## config.mk

```make
export PLATFORM = sky130hd
export DESIGN_NAME = position_pid_with_trajectory_core
export DESIGN_NICKNAME = d
export VERILOG_FILES = /design/src/rtl/ppwt_pkg.sv /design/src/rtl/ppwt_regs.sv /design/src/rtl/ppwt_ctrl.sv /design/src/rtl/ppwt_dp.sv /design/src/rtl/position_pid_with_trajectory_core.sv
export SDC_FILE = /design/constraint.sdc
export NUM_CORES = 2
export LEC_CHECK = 0
export BUFFER_PORTS_ARGS = -buffer_cell sky130_fd_sc_hd__buf_4
export CORE_AREA = 5 5 349 351
export CTS_CLUSTER_DIAMETER = 100
export DETAILED_ROUTE_END_ITERATION = 8
export DIE_AREA = 0 0 354 356
export SETUP_SLACK_MARGIN = 0.2
export SYNTH_ARGS = -nofsm -noshare
export SYNTH_HDL_FRONTEND = slang
export SYNTH_SLANG_ARGS = --single-unit
```

## constraint.sdc

```tcl
create_clock -name aclk -period 23.3 [get_ports aclk]
set_input_delay 4.66 -clock aclk [delete_from_list [all_inputs] [get_ports aclk]]
set_output_delay 4.66 -clock aclk [all_outputs]
set_load 0.02 [all_outputs]
```

## src/rtl/ppwt_pkg.sv

```systemverilog
// Shared types, constants and the trajectory function of the position PID core.
`default_nettype none

package ppwt_pkg;

    localparam int ENC_W       = 13;
    localparam int PHASE_W     = 8;
    localparam int PHASE_LAST  = 199;
    localparam int HALF_COUNTS = 4096;
    localparam int FULL_COUNTS = 8192;
    localparam int SHAFT_MULT  = 75;
    localparam int SHAFT_SHIFT = 7;

    localparam int ADDR_W = 5;
    localparam int DATA_W = 32;

    localparam logic [2:0] REG_GAIN_P      = 3'd0;
    localparam logic [2:0] REG_GAIN_I      = 3'd1;
    localparam logic [2:0] REG_GAIN_D      = 3'd2;
    localparam logic [2:0] REG_INT_LIMIT   = 3'd3;
    localparam logic [2:0] REG_DRIVE_LIMIT = 3'd4;

    localparam logic [23:0] GAIN_P_RESET      = 24'd12800;
    localparam logic [23:0] GAIN_I_RESET      = 24'd0;
    localparam logic [23:0] GAIN_D_RESET      = 24'd0;
    localparam logic [22:0] INT_LIMIT_RESET   = 23'd2560000;
    localparam logic [14:0] DRIVE_LIMIT_RESET = 15'd8000;

    typedef struct packed {
        logic [23:0] gain_p;
        logic [23:0] gain_i;
        logic [23:0] gain_d;
        logic [22:0] integral_limit;
        logic [14:0] drive_limit;
    } cfg_t;

    typedef enum logic [1:0] {
        MUL_SHAFT,
        MUL_P,
        MUL_I,
        MUL_D
    } mul_sel_t;

    typedef enum logic [3:0] {
        ST_IDLE,
        ST_TURN,
        ST_SHAFT_LO,
        ST_SHAFT_HI,
        ST_ERR,
        ST_INT,
        ST_P_LO,
        ST_P_HI,
        ST_I_LO,
        ST_I_HI,
        ST_D_LO,
        ST_D_HI,
        ST_DIV,
        ST_CLAMP,
        ST_OUT
    } state_t;

    typedef struct packed {
        logic     take_input;
        logic     upd_turn;
        logic     mul_en;
        logic     mul_first;
        logic     mul_hi;
        mul_sel_t mul_sel;
        logic     calc_err;
        logic     calc_int;
        logic     calc_div;
        logic     calc_clamp;
        logic     load_out;
    } cmd_t;

    typedef struct packed {
        logic out_free;
    } stat_t;

    // Triangle setpoint in Q8 degrees: 23040*x/50 truncated toward zero.
    function automatic logic signed [15:0] target_of(input logic [PHASE_W-1:0] p);
        logic [5:0]  mag;
        logic        neg;
        logic [15:0] frac;
        logic [15:0] val;
        begin
            if (p < 8'd50) begin
                mag = p[5:0];
                neg = 1'b0;
            end else if (p <= 8'd100) begin
                mag = 6'(8'd100 - p);
                neg = 1'b0;
            end else if (p < 8'd150) begin
                mag = 6'(p - 8'd100);
                neg = 1'b1;
            end else begin
                mag = 6'(8'd200 - p);
                neg = 1'b1;
            end
            frac = ({8'd0, mag, 2'b00} * 16'd205) >> 10;
            val  = 16'({10'd0, mag} * 16'd460) + frac;
            target_of = neg ? -$signed(val) : $signed(val);
        end
    endfunction

endpackage

`default_nettype wire

```

## src/rtl/ppwt_regs.sv

```systemverilog
// Configuration register file behind the APB-style port.
`default_nettype none

module ppwt_regs
    import ppwt_pkg::*;
(
    input  wire logic              aclk,
    input  wire logic              aresetn,
    input  wire logic              psel,
    input  wire logic              penable,
    input  wire logic              pwrite,
    input  wire logic [ADDR_W-1:0] paddr,
    input  wire logic [DATA_W-1:0] pwdata,
    output logic      [DATA_W-1:0] prdata,
    output logic                   pready,
    output cfg_t                   cfg
);

    cfg_t       cfg_reg;
    cfg_t       cfg_next;
    logic [2:0] index;

    assign index  = paddr[4:2];
    assign pready = 1'b1;
    assign cfg    = cfg_reg;

    always_comb begin
        cfg_next = cfg_reg;
        if (psel && penable && pwrite) begin
            case (index)
                REG_GAIN_P:      cfg_next.gain_p         = pwdata[23:0];
                REG_GAIN_I:      cfg_next.gain_i         = pwdata[23:0];
                REG_GAIN_D:      cfg_next.gain_d         = pwdata[23:0];
                REG_INT_LIMIT:   cfg_next.integral_limit = pwdata[22:0];
                REG_DRIVE_LIMIT: cfg_next.drive_limit    = pwdata[14:0];
                default:         cfg_next = cfg_reg;
            endcase
        end
    end

    always_ff @(posedge aclk) begin
        if (!aresetn) begin
            cfg_reg.gain_p         <= GAIN_P_RESET;
            cfg_reg.gain_i         <= GAIN_I_RESET;
            cfg_reg.gain_d         <= GAIN_D_RESET;
            cfg_reg.integral_limit <= INT_LIMIT_RESET;
            cfg_reg.drive_limit    <= DRIVE_LIMIT_RESET;
        end else begin
            cfg_reg <= cfg_next;
        end
    end

    always_comb begin
        case (index)
            REG_GAIN_P:      prdata = {8'd0, cfg_reg.gain_p};
            REG_GAIN_I:      prdata = {8'd0, cfg_reg.gain_i};
            REG_GAIN_D:      prdata = {8'd0, cfg_reg.gain_d};
            REG_INT_LIMIT:   prdata = {9'd0, cfg_reg.integral_limit};
            REG_DRIVE_LIMIT: prdata = {17'd0, cfg_reg.drive_limit};
            default:         prdata = '0;
        endcase
    end

endmodule

`default_nettype wire

```

## src/rtl/ppwt_ctrl.sv

```systemverilog
// Sequencer that steps the datapath through one control tick.
`default_nettype none

module ppwt_ctrl
    import ppwt_pkg::*;
(
    input  wire logic  aclk,
    input  wire logic  aresetn,
    input  wire logic  s_valid,
    output logic       s_ready,
    input  wire stat_t stat,
    output cmd_t       cmd
);

    state_t state_reg;
    state_t state_next;

    always_comb begin
        state_next = state_reg;
        case (state_reg)
            ST_IDLE:     if (s_valid) state_next = ST_TURN;
            ST_TURN:     state_next = ST_SHAFT_LO;
            ST_SHAFT_LO: state_next = ST_SHAFT_HI;
            ST_SHAFT_HI: state_next = ST_ERR;
            ST_ERR:      state_next = ST_INT;
            ST_INT:      state_next = ST_P_LO;
            ST_P_LO:     state_next = ST_P_HI;
            ST_P_HI:     state_next = ST_I_LO;
            ST_I_LO:     state_next = ST_I_HI;
            ST_I_HI:     state_next = ST_D_LO;
            ST_D_LO:     state_next = ST_D_HI;
            ST_D_HI:     state_next = ST_DIV;
            ST_DIV:      state_next = ST_CLAMP;
            ST_CLAMP:    state_next = ST_OUT;
            ST_OUT:      if (stat.out_free) state_next = ST_IDLE;
            default:     state_next = ST_IDLE;
        endcase
    end

    always_comb begin
        cmd     = '0;
        s_ready = 1'b0;
        case (state_reg)
            ST_IDLE: begin
                s_ready        = 1'b1;
                cmd.take_input = s_valid;
            end
            ST_TURN:     cmd.upd_turn = 1'b1;
            ST_SHAFT_LO: begin
                cmd.mul_en    = 1'b1;
                cmd.mul_first = 1'b1;
                cmd.mul_sel   = MUL_SHAFT;
            end
            ST_SHAFT_HI: begin
                cmd.mul_en  = 1'b1;
                cmd.mul_hi  = 1'b1;
                cmd.mul_sel = MUL_SHAFT;
            end
            ST_ERR:      cmd.calc_err = 1'b1;
            ST_INT:      cmd.calc_int = 1'b1;
            ST_P_LO: begin
                cmd.mul_en    = 1'b1;
                cmd.mul_first = 1'b1;
                cmd.mul_sel   = MUL_P;
            end
            ST_P_HI: begin
                cmd.mul_en  = 1'b1;
                cmd.mul_hi  = 1'b1;
                cmd.mul_sel = MUL_P;
            end
            ST_I_LO: begin
                cmd.mul_en  = 1'b1;
                cmd.mul_sel = MUL_I;
            end
            ST_I_HI: begin
                cmd.mul_en  = 1'b1;
                cmd.mul_hi  = 1'b1;
                cmd.mul_sel = MUL_I;
            end
            ST_D_LO: begin
                cmd.mul_en  = 1'b1;
                cmd.mul_sel = MUL_D;
            end
            ST_D_HI: begin
                cmd.mul_en  = 1'b1;
                cmd.mul_hi  = 1'b1;
                cmd.mul_sel = MUL_D;
            end
            ST_DIV:      cmd.calc_div   = 1'b1;
            ST_CLAMP:    cmd.calc_clamp = 1'b1;
            ST_OUT:      cmd.load_out   = stat.out_free;
            default:     cmd = '0;
        endcase
    end

    always_ff @(posedge aclk) begin
        if (!aresetn) begin
            state_reg <= ST_IDLE;
        end else begin
            state_reg <= state_next;
        end
    end

endmodule

`default_nettype wire

```

## src/rtl/ppwt_dp.sv

```systemverilog
// Datapath: trajectory, encoder unwrap, shared multiplier, PID and output register.
`default_nettype none

module ppwt_dp
    import ppwt_pkg::*;
(
    input  wire logic               aclk,
    input  wire logic               aresetn,
    input  wire cmd_t               cmd,
    output stat_t                   stat,
    input  wire cfg_t               cfg,
    input  wire logic [ENC_W-1:0]   s_encoder_angle,
    output logic                    m_valid,
    input  wire logic               m_ready,
    output logic signed [15:0]      m_drive_current,
    output logic signed [31:0]      m_shaft_angle,
    output logic signed [15:0]      m_setpoint
);

    // Control state.
    logic [PHASE_W-1:0] phase_reg,     phase_next;
    logic [ENC_W-1:0]   prev_enc_reg,  prev_enc_next;
    logic signed [31:0] turn_reg,      turn_next;
    logic signed [23:0] integral_reg,  integral_next;
    logic signed [32:0] prev_err_reg,  prev_err_next;
    logic               m_valid_reg,   m_valid_next;

    // Per-request working registers.
    logic [ENC_W-1:0]   enc_reg;
    logic signed [15:0] target_reg;
    logic signed [31:0] shaft_reg;
    logic signed [32:0] err_reg;
    logic signed [33:0] derr_reg;
    logic signed [63:0] acc_reg,       acc_next;
    logic signed [47:0] quot_reg;
    logic signed [15:0] drive_reg;

    logic signed [15:0] out_drive_reg;
    logic signed [31:0] out_shaft_reg;
    logic signed [15:0] out_target_reg;

    logic signed [13:0] diff_raw;
    logic signed [13:0] diff_adj;
    logic signed [31:0] shaft_val;
    logic signed [33:0] int_sum;
    logic signed [33:0] int_lim;
    logic signed [33:0] int_clamped;
    logic signed [47:0] quot_val;
    logic signed [47:0] drv_lim;
    logic signed [15:0] drive_val;

    logic signed [24:0] mul_a;
    logic signed [33:0] mul_b_full;
    logic signed [17:0] mul_b;
    logic signed [42:0] prod;
    logic signed [63:0] prod_aligned;

    assign stat.out_free = !m_valid_reg || m_ready;

    assign m_valid         = m_valid_reg;
    assign m_drive_current = out_drive_reg;
    assign m_shaft_angle   = out_shaft_reg;
    assign m_setpoint      = out_target_reg;

    // Encoder unwrap.
    always_comb begin
        diff_raw = $signed({1'b0, enc_reg}) - $signed({1'b0, prev_enc_reg});
        if (diff_raw < -14'sd4096) begin
            diff_adj = diff_raw + 14'(FULL_COUNTS);
        end else if (diff_raw > 14'sd4096) begin
            diff_adj = diff_raw - 14'(FULL_COUNTS);
        end else begin
            diff_adj = diff_raw;
        end
    end

    // Shared 25 x 18 multiplier, second operand taken 17 bits at a time.
    always_comb begin
        case (cmd.mul_sel)
            MUL_SHAFT: begin
                mul_a      = 25'(SHAFT_MULT);
                mul_b_full = {{2{turn_reg[31]}}, turn_reg};
            end
            MUL_P: begin
                mul_a      = $signed({1'b0, cfg.gain_p});
                mul_b_full = {err_reg[32], err_reg};
            end
            MUL_I: begin
                mul_a      = $signed({1'b0, cfg.gain_i});
                mul_b_full = {{10{integral_reg[23]}}, integral_reg};
            end
            MUL_D: begin
                mul_a      = $signed({1'b0, cfg.gain_d});
                mul_b_full = derr_reg;
            end
            default: begin
                mul_a      = '0;
                mul_b_full = '0;
            end
        endcase
        mul_b = cmd.mul_hi ? {mul_b_full[33], mul_b_full[33:17]}
                           : $signed({1'b0, mul_b_full[16:0]});
    end

    assign prod = mul_a * mul_b;

    always_comb begin
        if (cmd.mul_hi) begin
            prod_aligned = {{4{prod[42]}}, prod, 17'd0};
        end else begin
            prod_aligned = {{21{prod[42]}}, prod};
        end
        acc_next = acc_reg;
        if (cmd.mul_en) begin
            acc_next = (cmd.mul_first ? 64'sd0 : acc_reg) + prod_aligned;
        end
    end

    assign shaft_val = acc_reg[31+SHAFT_SHIFT:SHAFT_SHIFT];

    // Integral with symmetric clamp.
    always_comb begin
        int_sum = {{10{integral_reg[23]}}, integral_reg} + {err_reg[32], err_reg};
        int_lim = $signed({11'd0, cfg.integral_limit});
        if (int_sum > int_lim) begin
            int_clamped = int_lim;
        end else if (int_sum < -int_lim) begin
            int_clamped = -int_lim;
        end else begin
            int_clamped = int_sum;
        end
    end

    // Division by 65536 truncating toward zero, then drive clamp.
    always_comb begin
        quot_val = acc_reg[63:16];
        if (acc_reg[63] && (acc_reg[15:0] != 16'd0)) begin
            quot_val = acc_reg[63:16] + 48'sd1;
        end
        drv_lim = $signed({33'd0, cfg.drive_limit});
        if (quot_reg > drv_lim) begin
            drive_val = drv_lim[15:0];
        end else if (quot_reg < -drv_lim) begin
            drive_val = 16'(-drv_lim);
        end else begin
            drive_val = quot_reg[15:0];
        end
    end

    always_comb begin
        phase_next    = phase_reg;
        prev_enc_next = prev_enc_reg;
        turn_next     = turn_reg;
        integral_next = integral_reg;
        prev_err_next = prev_err_reg;
        m_valid_next  = m_valid_reg;
        if (cmd.take_input) begin
            phase_next = (phase_reg == PHASE_W'(PHASE_LAST)) ? '0 : phase_reg + 1'b1;
        end
        if (cmd.upd_turn) begin
            turn_next     = turn_reg + {{18{diff_adj[13]}}, diff_adj};
            prev_enc_next = enc_reg;
        end
        if (cmd.calc_int) begin
            integral_next = int_clamped[23:0];
            prev_err_next = err_reg;
        end
        if (m_ready) begin
            m_valid_next = 1'b0;
        end
        if (cmd.load_out) begin
            m_valid_next = 1'b1;
        end
    end

    always_ff @(posedge aclk) begin
        if (!aresetn) begin
            phase_reg    <= '0;
            prev_enc_reg <= '0;
            turn_reg     <= '0;
            integral_reg <= '0;
            prev_err_reg <= '0;
            m_valid_reg  <= 1'b0;
        end else begin
            phase_reg    <= phase_next;
            prev_enc_reg <= prev_enc_next;
            turn_reg     <= turn_next;
            integral_reg <= integral_next;
            prev_err_reg <= prev_err_next;
            m_valid_reg  <= m_valid_next;
        end
    end

    always_ff @(posedge aclk) begin
        acc_reg <= acc_next;
        if (cmd.take_input) begin
            enc_reg    <= s_encoder_angle;
            target_reg <= target_of(phase_reg);
        end
        if (cmd.calc_err) begin
            shaft_reg <= shaft_val;
            err_reg   <= {{17{target_reg[15]}}, target_reg}
                         - {shaft_val[31], shaft_val};
        end
        if (cmd.calc_int) begin
            derr_reg <= {err_reg[32], err_reg} - {prev_err_reg[32], prev_err_reg};
        end
        if (cmd.calc_div) begin
            quot_reg <= quot_val;
        end
        if (cmd.calc_clamp) begin
            drive_reg <= drive_val;
        end
        if (cmd.load_out) begin
            out_drive_reg  <= drive_reg;
            out_shaft_reg  <= shaft_reg;
            out_target_reg <= target_reg;
        end
    end

endmodule

`default_nettype wire

```

## src/rtl/position_pid_with_trajectory_core.sv

```systemverilog
// Position PID core: a request is accepted in idle and goes through the unwrap, error,
// integral, divide and clamp steps and eight passes through the one shared 25 x 18 multiplier.
// No new request is taken until the last result is loaded, and loading waits while the
// result side stalls. A finished result waits in the output register while the
// next request is taken. Reset (aresetn low at a clock edge) restores the register defaults
// and clears the phase, encoder history, turn count, integral and previous error.
`default_nettype none

module position_pid_with_trajectory_core
    import ppwt_pkg::*;
(
    input  wire logic              aclk,
    input  wire logic              aresetn,
    input  wire logic              psel,
    input  wire logic              penable,
    input  wire logic              pwrite,
    input  wire logic [ADDR_W-1:0] paddr,
    input  wire logic [DATA_W-1:0] pwdata,
    output logic      [DATA_W-1:0] prdata,
    output logic                   pready,
    input  wire logic              s_valid,
    output logic                   s_ready,
    input  wire logic [ENC_W-1:0]  s_encoder_angle,
    output logic                   m_valid,
    input  wire logic              m_ready,
    output logic signed [15:0]     m_drive_current,
    output logic signed [31:0]     m_shaft_angle,
    output logic signed [15:0]     m_setpoint
);

    cfg_t  cfg;
    cmd_t  cmd;
    stat_t stat;

    ppwt_regs u_regs (
        .aclk    (aclk),
        .aresetn (aresetn),
        .psel    (psel),
        .penable (penable),
        .pwrite  (pwrite),
        .paddr   (paddr),
        .pwdata  (pwdata),
        .prdata  (prdata),
        .pready  (pready),
        .cfg     (cfg)
    );

    ppwt_ctrl u_ctrl (
        .aclk    (aclk),
        .aresetn (aresetn),
        .s_valid (s_valid),
        .s_ready (s_ready),
        .stat    (stat),
        .cmd     (cmd)
    );

    ppwt_dp u_dp (
        .aclk            (aclk),
        .aresetn         (aresetn),
        .cmd             (cmd),
        .stat            (stat),
        .cfg             (cfg),
        .s_encoder_angle (s_encoder_angle),
        .m_valid         (m_valid),
        .m_ready         (m_ready),
        .m_drive_current (m_drive_current),
        .m_shaft_angle   (m_shaft_angle),
        .m_setpoint      (m_setpoint)
    );

endmodule

`default_nettype wire
```

==> results.toml <==
[logic_synthesis]
synth_top_area_share_pct = 18.2
async_flop_share_pct = 0
synth-edff-count = 320
yosys_warnings = 0
synth_ff_type = "edfxtp_1"
synth_cells = 6066
synth.distinct_cells = 94
synth_seq_cells = 545
post-synth-top-count-cell = "nand2_1"
postSynthAreaPerCell_um2 = 8.70
netlist_area_um2 = 52800
synth-seq-area-share_pct = 26.7
yosys-top-cells-count = "850 x nand2_1, 705 x inv_1, 527 x ha_1, 479 x nor2_1, 414 x a21oi_1"
synth_area_leaders = "edfxtp_1 18%, fa_1 14%, ha_1 12%, dfxtp_1 8.5%, nand2_1 6.0%"
yosys.area.top_type = "edfxtp_1"

[sta]
finalSetupViolCount = 0
timing.fmax_mhz = 71.3
tightestPinTransition_ns = 1.36
rsz0062_at_grt = "false"
max_slew_margin_pct = 9.26
maxSlewViolCount = 0
fin_skew_ns = 0.0358
finalHoldViolCount = 0
fin_setup_tns_ns = 0
period_needed_ns = 14.03
finalCritPeriodShare_pct = 60.2

[die]
core_um2 = 119000
ios = 156
initial_utilization_pct = 44.5
die_w_um = 354
die-area_um2 = 126000
fp.dieH_um = 356
num_rows = 127

[worst_setup_path]
cp_top_family = "compound AO/OA/AOI/OAI gates"
worst-setup-path-type = "flop to flop"
cpMostUsedCell = "fa_1"
slowest_delay_ns = 0.77
arrival_ns = 14.43
cp_slowest_cell = "o41ai_1"
start_kind = "flop"
critPathCaptureType = "flop"
cp.buffers_inverters = 6
cp.required_ns = 23.70
crit_fanout = 65

[min_path]
hp-class = "flop to flop"

[layout]
post-route-util_pct = 48.5
largest_reg_flops = 110
syn_to_final_growth_pct = 9.06
drive_gt1_share_pct = 6.86
nNetsFinal = 7038
nFillCells = 11355

[clock_tree]
h-tree-depth = 3
cts_tree = "yes"
clock-sinks = 545
root_buffer = "clkbuf_16"
numCtsBuffers = 67
clk_pin_slew_ns = 0.06
clk_latency_ns = 0.65
postCtsResizedCells = 0
cts_hold_buffers = 0
clock_path_buffers = 3
postCtsSetupBuffers = 0

[placed_design]
globalplace.congestion = 0.927
dp_hpwl_um = 132000
numPortBuffers = 136

[drt]
wl_per_cell_um = 21.9
drcViolationCount = 0
route.vias.total = 43909
routed.top_layer = "met5"
wirelength_um = 169000
dr.pass1.iters = 6
routed_via_density = 5.71
wl_met3_um = 13500
wl_met1_um = 73300
drt_iter0_drc = 3740
postRouteAntennaNets = 0
dr_wl_met2_um = 74300

[grt]
grt_overflow = 0
grt_max_degree = 95
antenna_found_initial = 9
grt_pass1_vias = 43154
grt_pass1_wl_um = 259000
grt_usage_pct = 26.4

[pwr]
power_density_nw_per_um2 = 60.8
leakagePower_nw = 25.0
vdd_drop_max_mv = 0.0612

[run_status]
status = "complete, no violations"

[flow_run]
drv_cap = 0
## where the power goes
part | leakage, nW | switching, W | internal [W]
sequential | 4.74 | 0.0000649 | 0.00111
combinational | 19.2 | 0.000785 | 0.000482
clock | 1.06 | 0.000452 | 0.000608
## metrics by stage
stage	power [W]	std cells	setup slack [ns]	cell area (µm²)	hold slack [ns]
floorplan	0.00207	6073	10.97	52800	0.400
detailed placement	0.00244	7561	9.35	55400	0.406
CTS	0.00351	7682	9.29	57600	0.417
global placement	0.00243	7561	9.36	55400	0.403
finish	0.00350	7684	9.27	57600	0.415
global route	0.00370	7683	8.49	57600	0.426
## layer usage
layer / vias to the layer above / track usage, %
li1: 20704 / -
met1: 21213 / 35.9
met2: 1642 / 42.0
met3: 346 / 5.12
met4: 4 / 9.69
met5: - / 0
## cells by family after synthesis
| family | synth area share, % |
|---|---|
| simple gates | 16.7 |
| other cells | 0.0142 |
| buf+inv | 6.93 |
| fa+ha+maj | 26.6 |
| flops | 26.7 |
| compound gates | 15.6 |
| mux | 1.94 |
| xor+xnor | 5.53 |
## cell usage in the layout (no fill, tap or decap), types with 38 or more instances in the layout
cell / n
ha_1: 527
nand2_1: 847
and2_1: 54
nor2_1: 474
nor3_1: 67
dfxtp_1: 224
xor2_1: 98
fa_1: 372
inv_1: 704
nand3_1: 102
clkbuf_16: 69
o21a_1: 71
o21ai_0: 242
a21o_1: 157
a21oi_1: 412
nand4_1: 59
edfxtp_1: 320
nand2b_1: 43
a22oi_1: 38
nor2b_1: 95
buf_4: 196
xnor2_1: 233
mux2i_1: 53
## worst paths after layout
kind              cells past startpoint                      to                start  slack (ns)
setup / recovery                     44        u_dp.acc_reg[56]  u_ctrl.state_reg[1]        9.27
hold / removal                        0  u_dp.m_shaft_angle[30]   u_dp.shaft_reg[30]        0.41
setup reg to reg                     44        u_dp.acc_reg[56]  u_ctrl.state_reg[1]        9.27
hold reg to reg                       0  u_dp.m_shaft_angle[30]   u_dp.shaft_reg[30]        0.41
## layout make-up
class / instances / area [µm²] / share of cell area (%)
Antenna cell: 2 / 5.00 / 0.00869
Clock buffer: 83 / 1790 / 3.11
Clock inverter: 38 / 390 / 0.678
Inverter: 707 / 2660 / 4.61
Multi-Input combinational cell: 4565 / 35200 / 61.2
Sequential cell: 545 / 14100 / 24.5
Tap cell: 1548 / 1940 / 3.36
Timing Repair Buffer: 196 / 1470 / 2.56
No activity file was read; power rests on OpenSTA's default activity.
